[src/rtl/core/rsv_pkg.sv]
// Shared constants, character tables and result type for the identifier checker.
`timescale 1ns / 1ps
package rsv_pkg;

  localparam int MAX_STRING_BYTES = 1024;
  localparam int MIN_STRING_BYTES = 59;
  localparam int POS_W   = $clog2(MAX_STRING_BYTES + 1);
  localparam int BYTE_W  = 8;
  localparam int FIELD_W = 11;
  localparam int CNT_W   = 4;

  localparam logic [CNT_W-1:0] PREFIX_LEN     = CNT_W'(7);
  localparam logic [CNT_W-1:0] SERVICE_LEN    = CNT_W'(12);
  localparam logic [CNT_W-1:0] RESOURCE_LEN   = CNT_W'(8);
  localparam logic [CNT_W-1:0] ACCOUNT_DIGITS = CNT_W'(12);
  localparam logic [CNT_W-1:0] CODE_DIGITS    = CNT_W'(13);

  localparam logic [BYTE_W-1:0] COLON_CH = 8'h3A;
  localparam logic [BYTE_W-1:0] SLASH_CH = 8'h2F;
  localparam logic [BYTE_W-1:0] DIGIT_LO = 8'h30;
  localparam logic [BYTE_W-1:0] DIGIT_HI = 8'h39;

  // Fixed words, padded to a power-of-two depth; unused entries never match.
  localparam logic [BYTE_W-1:0] PREFIX_TXT [8] = '{
    8'h61, 8'h72, 8'h6E, 8'h3A, 8'h61, 8'h77, 8'h73, 8'h00
  };
  localparam logic [BYTE_W-1:0] SERVICE_TXT [16] = '{
    8'h6B, 8'h69, 8'h6E, 8'h65, 8'h73, 8'h69, 8'h73, 8'h76,
    8'h69, 8'h64, 8'h65, 8'h6F, 8'h00, 8'h00, 8'h00, 8'h00
  };
  localparam logic [BYTE_W-1:0] RESOURCE_TXT [8] = '{
    8'h63, 8'h68, 8'h61, 8'h6E, 8'h6E, 8'h65, 8'h6C, 8'h2F
  };

  typedef struct packed {
    logic               is_valid;
    logic [FIELD_W-1:0] name_start;
    logic [FIELD_W-1:0] name_length;
  } result_t;

  function automatic logic is_digit(input logic [BYTE_W-1:0] c);
    return (c >= DIGIT_LO) && (c <= DIGIT_HI);
  endfunction

endpackage

[src/rtl/core/rsv_in_if.sv]
// Byte request channel: one string character plus its last marker.
`timescale 1ns / 1ps
interface rsv_in_if;
  logic       valid;
  logic       ready;
  logic [7:0] text_byte;
  logic       final_byte;

  modport source (output valid, output text_byte, output final_byte, input ready);
  modport sink (input valid, input text_byte, input final_byte, output ready);
endinterface

[src/rtl/core/rsv_out_if.sv]
// Result request channel: verdict and channel name position.
`timescale 1ns / 1ps
interface rsv_out_if;
  logic        valid;
  logic        ready;
  logic        is_valid;
  logic [10:0] name_start;
  logic [10:0] name_length;

  modport source (output valid, output is_valid, output name_start, output name_length,
                  input ready);
  modport sink (input valid, input is_valid, input name_start, input name_length,
                output ready);
endinterface

[src/rtl/core/rsv_parse.sv]
// Parser state and one-byte step of the identifier layout check.
`timescale 1ns / 1ps
module rsv_parse (
  input  logic                       clk,
  input  logic                       rst,
  input  logic                       step,
  input  logic [rsv_pkg::BYTE_W-1:0] text_byte,
  input  logic                       final_byte,
  output rsv_pkg::result_t           result
);
  import rsv_pkg::*;

  typedef enum logic [3:0] {
    PH_PREFIX, PH_PARTITION, PH_SERVICE, PH_SERVICE_END, PH_REGION,
    PH_ACCOUNT, PH_RESOURCE, PH_NAME, PH_CODE
  } phase_t;

  phase_t             phase, phase_next;
  logic [POS_W-1:0]   pos, pos_next;
  logic [CNT_W-1:0]   cnt, cnt_next;
  logic [POS_W-1:0]   name_offset, name_offset_next;
  logic [POS_W-1:0]   name_count, name_count_next;
  logic               failed, failed_next;
  logic               in_range;
  logic               ok;

  assign in_range = pos < POS_W'(MAX_STRING_BYTES);

  always_comb begin
    phase_next       = phase;
    pos_next         = pos;
    cnt_next         = cnt;
    name_offset_next = name_offset;
    name_count_next  = name_count;
    failed_next      = failed;
    if (!in_range) begin
      failed_next = 1'b1;
    end else begin
      pos_next = pos + POS_W'(1);
      if (!failed) begin
        case (phase)
          PH_PREFIX: begin
            if (cnt >= PREFIX_LEN || text_byte != PREFIX_TXT[cnt[2:0]]) begin
              failed_next = 1'b1;
            end else if (cnt == PREFIX_LEN - CNT_W'(1)) begin
              phase_next = PH_PARTITION;
              cnt_next   = '0;
            end else begin
              cnt_next = cnt + CNT_W'(1);
            end
          end
          PH_PARTITION: begin
            if (text_byte == COLON_CH) begin
              phase_next = PH_SERVICE;
              cnt_next   = '0;
            end
          end
          PH_SERVICE: begin
            if (cnt >= SERVICE_LEN || text_byte != SERVICE_TXT[cnt]) begin
              failed_next = 1'b1;
            end else if (cnt == SERVICE_LEN - CNT_W'(1)) begin
              phase_next = PH_SERVICE_END;
              cnt_next   = '0;
            end else begin
              cnt_next = cnt + CNT_W'(1);
            end
          end
          PH_SERVICE_END: begin
            if (text_byte == COLON_CH) phase_next = PH_REGION;
            else failed_next = 1'b1;
          end
          PH_REGION: begin
            if (text_byte == COLON_CH) begin
              phase_next = PH_ACCOUNT;
              cnt_next   = '0;
            end
          end
          PH_ACCOUNT: begin
            if (cnt < ACCOUNT_DIGITS) begin
              if (is_digit(text_byte)) cnt_next = cnt + CNT_W'(1);
              else failed_next = 1'b1;
            end else if (text_byte == COLON_CH) begin
              phase_next = PH_RESOURCE;
              cnt_next   = '0;
            end else begin
              failed_next = 1'b1;
            end
          end
          PH_RESOURCE: begin
            if (cnt >= RESOURCE_LEN || text_byte != RESOURCE_TXT[cnt[2:0]]) begin
              failed_next = 1'b1;
            end else if (cnt == RESOURCE_LEN - CNT_W'(1)) begin
              phase_next       = PH_NAME;
              cnt_next         = '0;
              name_offset_next = pos + POS_W'(1);
              name_count_next  = '0;
            end else begin
              cnt_next = cnt + CNT_W'(1);
            end
          end
          PH_NAME: begin
            if (text_byte == SLASH_CH) begin
              if (name_count == '0) begin
                failed_next = 1'b1;
              end else begin
                phase_next = PH_CODE;
                cnt_next   = '0;
              end
            end else begin
              name_count_next = name_count + POS_W'(1);
            end
          end
          PH_CODE: begin
            if (cnt < CODE_DIGITS && is_digit(text_byte)) cnt_next = cnt + CNT_W'(1);
            else failed_next = 1'b1;
          end
          default: failed_next = 1'b1;
        endcase
      end
    end
  end

  assign ok = !failed_next && phase_next == PH_CODE && cnt_next == CODE_DIGITS &&
              pos >= POS_W'(MIN_STRING_BYTES - 1) && in_range;

  always_comb begin
    result.is_valid    = ok;
    result.name_start  = ok ? FIELD_W'(name_offset_next) : '0;
    result.name_length = ok ? FIELD_W'(name_count_next) : '0;
  end

  always_ff @(posedge clk) begin
    if (rst || (step && final_byte)) begin
      phase       <= PH_PREFIX;
      pos         <= '0;
      cnt         <= '0;
      name_offset <= '0;
      name_count  <= '0;
      failed      <= 1'b0;
    end else if (step) begin
      phase       <= phase_next;
      pos         <= pos_next;
      cnt         <= cnt_next;
      name_offset <= name_offset_next;
      name_count  <= name_count_next;
      failed      <= failed_next;
    end
  end

endmodule

[src/rtl/core/resource_id_string_validator.sv]
// Top level: input register, layout parser and result register of the identifier checker.
// Result path: a last byte's request passes through the input register, then its
//   verdict is loaded into the result register, which drives the output.
// Throughput: one byte per cycle; only a last byte stalls, and only while an
//   earlier result is still waiting at the output.
// Reset: rst (synchronous) empties both registers and returns the parser to the
//   prefix phase at byte offset zero.
`timescale 1ns / 1ps
module resource_id_string_validator (
  input  logic      clk,
  input  logic      rst,
  rsv_in_if.sink    byte_chan,
  rsv_out_if.source result_chan
);
  import rsv_pkg::*;

  // Input register stage
  logic              in_valid;
  logic [BYTE_W-1:0] in_byte;
  logic              in_last;

  // Result register stage
  logic              out_valid;
  result_t           out_result;

  result_t           step_result;
  logic              advance;
  logic              load_result;

  // Hold a last byte while the result slot is full and not being drained;
  // any other byte advances since it produces no result.
  assign advance     = in_valid && (!in_last || !out_valid || result_chan.ready);
  assign load_result = advance && in_last;

  // Take a new request whenever the input register is empty or moving on.
  assign byte_chan.ready = !in_valid || advance;

  always_ff @(posedge clk) begin
    if (rst) begin
      in_valid <= 1'b0;
    end else if (byte_chan.ready) begin
      in_valid <= byte_chan.valid;
    end
  end

  always_ff @(posedge clk) begin
    if (byte_chan.ready && byte_chan.valid) begin
      in_byte <= byte_chan.text_byte;
      in_last <= byte_chan.final_byte;
    end
  end

  // Advance the parser by one byte; the last byte also yields the verdict.
  rsv_parse u_parse (
    .clk        (clk),
    .rst        (rst),
    .step       (advance),
    .text_byte  (in_byte),
    .final_byte (in_last),
    .result     (step_result)
  );

  // Keep the result until it is taken; drop it on acceptance unless replaced.
  always_ff @(posedge clk) begin
    if (rst) begin
      out_valid <= 1'b0;
    end else if (load_result) begin
      out_valid <= 1'b1;
    end else if (result_chan.ready) begin
      out_valid <= 1'b0;
    end
  end

  always_ff @(posedge clk) begin
    if (load_result) begin
      out_result <= step_result;
    end
  end

  assign result_chan.valid       = out_valid;
  assign result_chan.is_valid    = out_result.is_valid;
  assign result_chan.name_start  = out_result.name_start;
  assign result_chan.name_length = out_result.name_length;

endmodule

[src/flat_wrapper.sv]
// flat-port wrapper written by rule: the top's interface ports become plain ports
module resource_id_string_validator_flat import rsv_pkg::*;
  (clk, rst, byte_chan_valid, byte_chan_text_byte, byte_chan_final_byte, byte_chan_ready, result_chan_valid, result_chan_is_valid, result_chan_name_start, result_chan_name_length, result_chan_ready);
  rsv_in_if byte_chan_i ();
  rsv_out_if result_chan_i ();
  input  logic clk;
  input  logic rst;
  input wire logic [$bits(byte_chan_i.valid)-1:0] byte_chan_valid;
  input wire logic [$bits(byte_chan_i.text_byte)-1:0] byte_chan_text_byte;
  input wire logic [$bits(byte_chan_i.final_byte)-1:0] byte_chan_final_byte;
  output wire logic [$bits(byte_chan_i.ready)-1:0] byte_chan_ready;
  output wire logic [$bits(result_chan_i.valid)-1:0] result_chan_valid;
  output wire logic [$bits(result_chan_i.is_valid)-1:0] result_chan_is_valid;
  output wire logic [$bits(result_chan_i.name_start)-1:0] result_chan_name_start;
  output wire logic [$bits(result_chan_i.name_length)-1:0] result_chan_name_length;
  input wire logic [$bits(result_chan_i.ready)-1:0] result_chan_ready;
  assign byte_chan_i.valid = byte_chan_valid;
  assign byte_chan_i.text_byte = byte_chan_text_byte;
  assign byte_chan_i.final_byte = byte_chan_final_byte;
  assign byte_chan_ready = byte_chan_i.ready;
  assign result_chan_valid = result_chan_i.valid;
  assign result_chan_is_valid = result_chan_i.is_valid;
  assign result_chan_name_start = result_chan_i.name_start;
  assign result_chan_name_length = result_chan_i.name_length;
  assign result_chan_i.ready = result_chan_ready;
  resource_id_string_validator u_core (.clk(clk), .rst(rst), .byte_chan(byte_chan_i), .result_chan(result_chan_i));
endmodule
[config.mk]
export PLATFORM = sky130hd
export DESIGN_NAME = resource_id_string_validator_flat
export DESIGN_NICKNAME = d
export VERILOG_FILES = /design/src/rtl/core/rsv_pkg.sv /design/src/rtl/core/rsv_in_if.sv /design/src/rtl/core/rsv_out_if.sv /design/src/rtl/core/rsv_parse.sv /design/src/rtl/core/resource_id_string_validator.sv /design/src/flat_wrapper.sv
export SDC_FILE = /design/constraint.sdc
export NUM_CORES = 1
export LEC_CHECK = 0
export ABC_AREA = 1
export ABC_CLOCK_PERIOD_IN_PS = 5900
export BUFFER_PORTS_ARGS = -buffer_cell sky130_fd_sc_hd__buf_4
export CORE_ASPECT_RATIO = 1.5
export CORE_MARGIN = 3
export CORE_UTILIZATION = 66
export DETAILED_ROUTE_END_ITERATION = 10
export HOLD_SLACK_MARGIN = 0.03
export MAX_ROUTING_LAYER = met4
export PLACE_DENSITY = 0.83
export REMOVE_ABC_BUFFERS = 1
export SLEW_MARGIN = 20
export SYNTH_ARGS = -nofsm -noshare
export SYNTH_HDL_FRONTEND = slang
export SYNTH_SLANG_ARGS = --single-unit
[constraint.sdc]
create_clock -name clk -period 5.9 [get_ports clk]
set_clock_uncertainty 0.15 [all_clocks]
set_input_delay 1.18 -clock clk [delete_from_list [all_inputs] [get_ports clk]]
set_output_delay 1.18 -clock clk [all_outputs]
set_load 0.05 [all_outputs]
==> run metrics <==
CTS tree built; met1 wire length 4999 um; Post CTS Setup Buffer Count 0; PD cells 241.8 nW/um2; Final Hold Vio Count 0; Yosys reg bits 76; CP Max Fanout 23; maximum vdd drop 198.1 uV; WL/cell 15.51 um; FP Rows 39; Syn. warnings 0; nets 808; measured slew at the worst slew-check pin 0.8970 ns; gr usage total 0.3261; mapped cell area 5212 um2; clk_lat worst skew 0.34 ns; DRT Pass-1 Iters 6; I/O pin total 38; syn_area_per_cell 6.950 um2; DR iter-0 viols 498; final WL 13740 um; critical setup path kind register to register; arrival time of the worst setup path 3.93 ns; post-route clock period utilization 0.6664; Worst path max stage delay 0.72 ns; Req. time, crit path 5.90 ns; effective utilization at floorplan 0.6804; Core Region 7661 um2; Fillers 597; CTS max path bufs 2; slowest cell on the critical path dfxtp_1; post-route ant nets 0; share of cells above drive strength 1 0.1429; relative slew slack 0.4014; most common cell after layout, fill and taps aside nand2_1; post-DR vias/cell 5.835; DP Worst Slack 1.789 ns; largest net degree at the start of global routing 37; Post-Route Utilization 0.7576; DR WL met2 7095 um; LEAKAGE 0.002700 uW; final max-slew violation count 0; Antenna Diode Count 0; clk sinks 76; port buffer count 37; post-synthesis cell count 750; Final min period 3.932 ns; clk slew on worst S/H paths 0.06 ns; cell taking the most area after synthesis edfxtp_1; DR vias 5170; nature of the critical path endpoint register; DRC 0; Die W 78.56 um; Hold WC Path Type register to register; initial antenna violation count 0; die height 114.8 um; Peak Freq 254.3 MHz; largest cells by area after synthesis edfxtp_1 18%, dfxtp_1 17%, nand2_1 13%, inv_1 8.5%, nand3_1 5.8%; setup_tns 0 ns; first-pass GRT wire length 22580 um; total global routing overflow 0; H-tree levels 3; Fin Hold WS 0.3672 ns; vias in the first global route 4886; met3 WL 794 um; Total Power 1404 uW; sequential area share after synthesis 0.3533; outcome finished clean; HPWL after detailed placement 10180 um; Area Growth Syn to Fin 11.35%; most frequent cells in the layout 183 x nand2_1, 118 x inv_1, 60 x nand3_1, 60 x o21ai_0, 59 x nor2_1; RSZ-0062 raised after global routing no; Yosys top cell area share 0.1843; Root Driver clkbuf_16; Cell variety after synth 42; CTS Buf Count 9; final worst slack 1.968 ns; Top Metal Used met4; reg-to-reg slack, setup 1.97 ns; Max Cap Viol 0; GP Congestion 1.027; post-CTS sizing 0; Hold-fix buffers, CTS 0; die area 9022 um2; Final setup viols 0; CP Launch Type register; worst path cell trace inv_2 -> ha_1 -> o21ai_0 -> nand3_1 -> nor2_1 -> nand3_1 -> nand2_2 -> nand2_1 -> nor2_1 -> nand2_1 -> nor2_2 -> nand3_2 -> nor3_2
-- synthesized netlist by cell type --
cell type  number
nand3_2         5
clkinv_2        1
nand2_1       183
o22ai_1         3
ha_1           16
a211oi_1        3
nor2_4          2
nand2_2         9
o21ai_0        60
clkinv_1        1
nand3_1        60
o21ai_1         5
buf_2           2
nor2_2         10
o211a_1         2
a31oi_1         1
nor3_2         20
edfxtp_1       32
a21oi_1        41
nor3_1          7
o21bai_1        2
a22oi_1         3
nor4_1          3
a21boi_0        1
nand3b_1        2
xor2_1          6
nand2_4         2
o31ai_1         2
nor2_1         59
clkbuf_1        9
o21ai_2         1
inv_1         118
buf_6           7
inv_2           5
nor4_2          1
or2_2           2
nand4_1         8
dfxtp_1        44
o211ai_1        8
buf_4           2
o21a_1          1
a31o_2          1
-- cells by family (layout without fill, tap and decap cells) --
logic type,after synthesis,count (layout),share of synthesized area
and+or+nand+nor,373,373,0.3389
adders and majority gates,16,16,0.03841
buffers and inverters,145,179,0.1167
DFF,76,76,0.3533
AOI/OAI and AO/OA,134,134,0.1426
xor gates and xnor gates,6,6,0.01008
-- through the flow --
stage	area, um2	cells
detailed placement	5488	870
CTS	5804	886
global route	5804	886
global placement	5488	870
floorplan	5075	730
finish	5804	886
-- power by group --
group	total, uW	switching [uW]	internal, uW
clock	587	216	371
combinational	218	149	68.6
sequential	599	28.3	571
-- sequential cells by signal, indices dropped and copies added, names as in the netlist --
name                            count
u_core.u_parse.cnt                  4
u_core.in_valid                     1
u_core.result_chan.name_length     11
u_core.result_chan.valid            1
u_core.u_parse.name_offset         11
u_core.u_parse.failed               1
u_core.u_parse.name_count          11
u_core.u_parse.phase                4
u_core.in_last                      1
u_core.result_chan.name_start      11
u_core.in_byte                      8
u_core.result_chan.is_valid         1
u_core.u_parse.pos                 11
-- metal layers --
metal / track usage / vias up
met2: 0.5666 / 223
li1: - / 2501
met1: 0.3308 / 2379
met4: 0.2147 / 0
met5: - / -
met3: 0.06113 / 67
-- path summary, 6_finish.rpt --
kind,start,to,depth (start not counted)
max,u_core.u_parse.cnt[2],u_core.result_chan.name_length[0],13
min,u_core.u_parse.name_offset[1],u_core.u_parse.name_offset[1],2
min reg2reg,u_core.u_parse.name_offset[1],u_core.u_parse.name_offset[1],2
max reg2reg,u_core.u_parse.cnt[2],u_core.result_chan.name_length[0],13
-- critical path, delay by kind of cell, from the launching register on --
kind	cells	cell delay, ns
and+or+nand+nor	10	1.80
DFF	1	0.72
AOI/OAI and AO/OA	1	0.41
adders and majority gates	1	0.33
buffers and inverters	1	0.32
-- area by class of cell --
cell class	instances	area, um2	area share
sequential	76	1842	0.3173
multi-input combinational	529	2763	0.4760
inverter	125	470.5	0.08105
clock inverter	6	87.58	0.01509
tap	102	127.6	0.02199
timing repair buffer	38	285.3	0.04915
clock buffer	10	229.0	0.03945
Note: power is estimated with default switching activity, not from simulation.
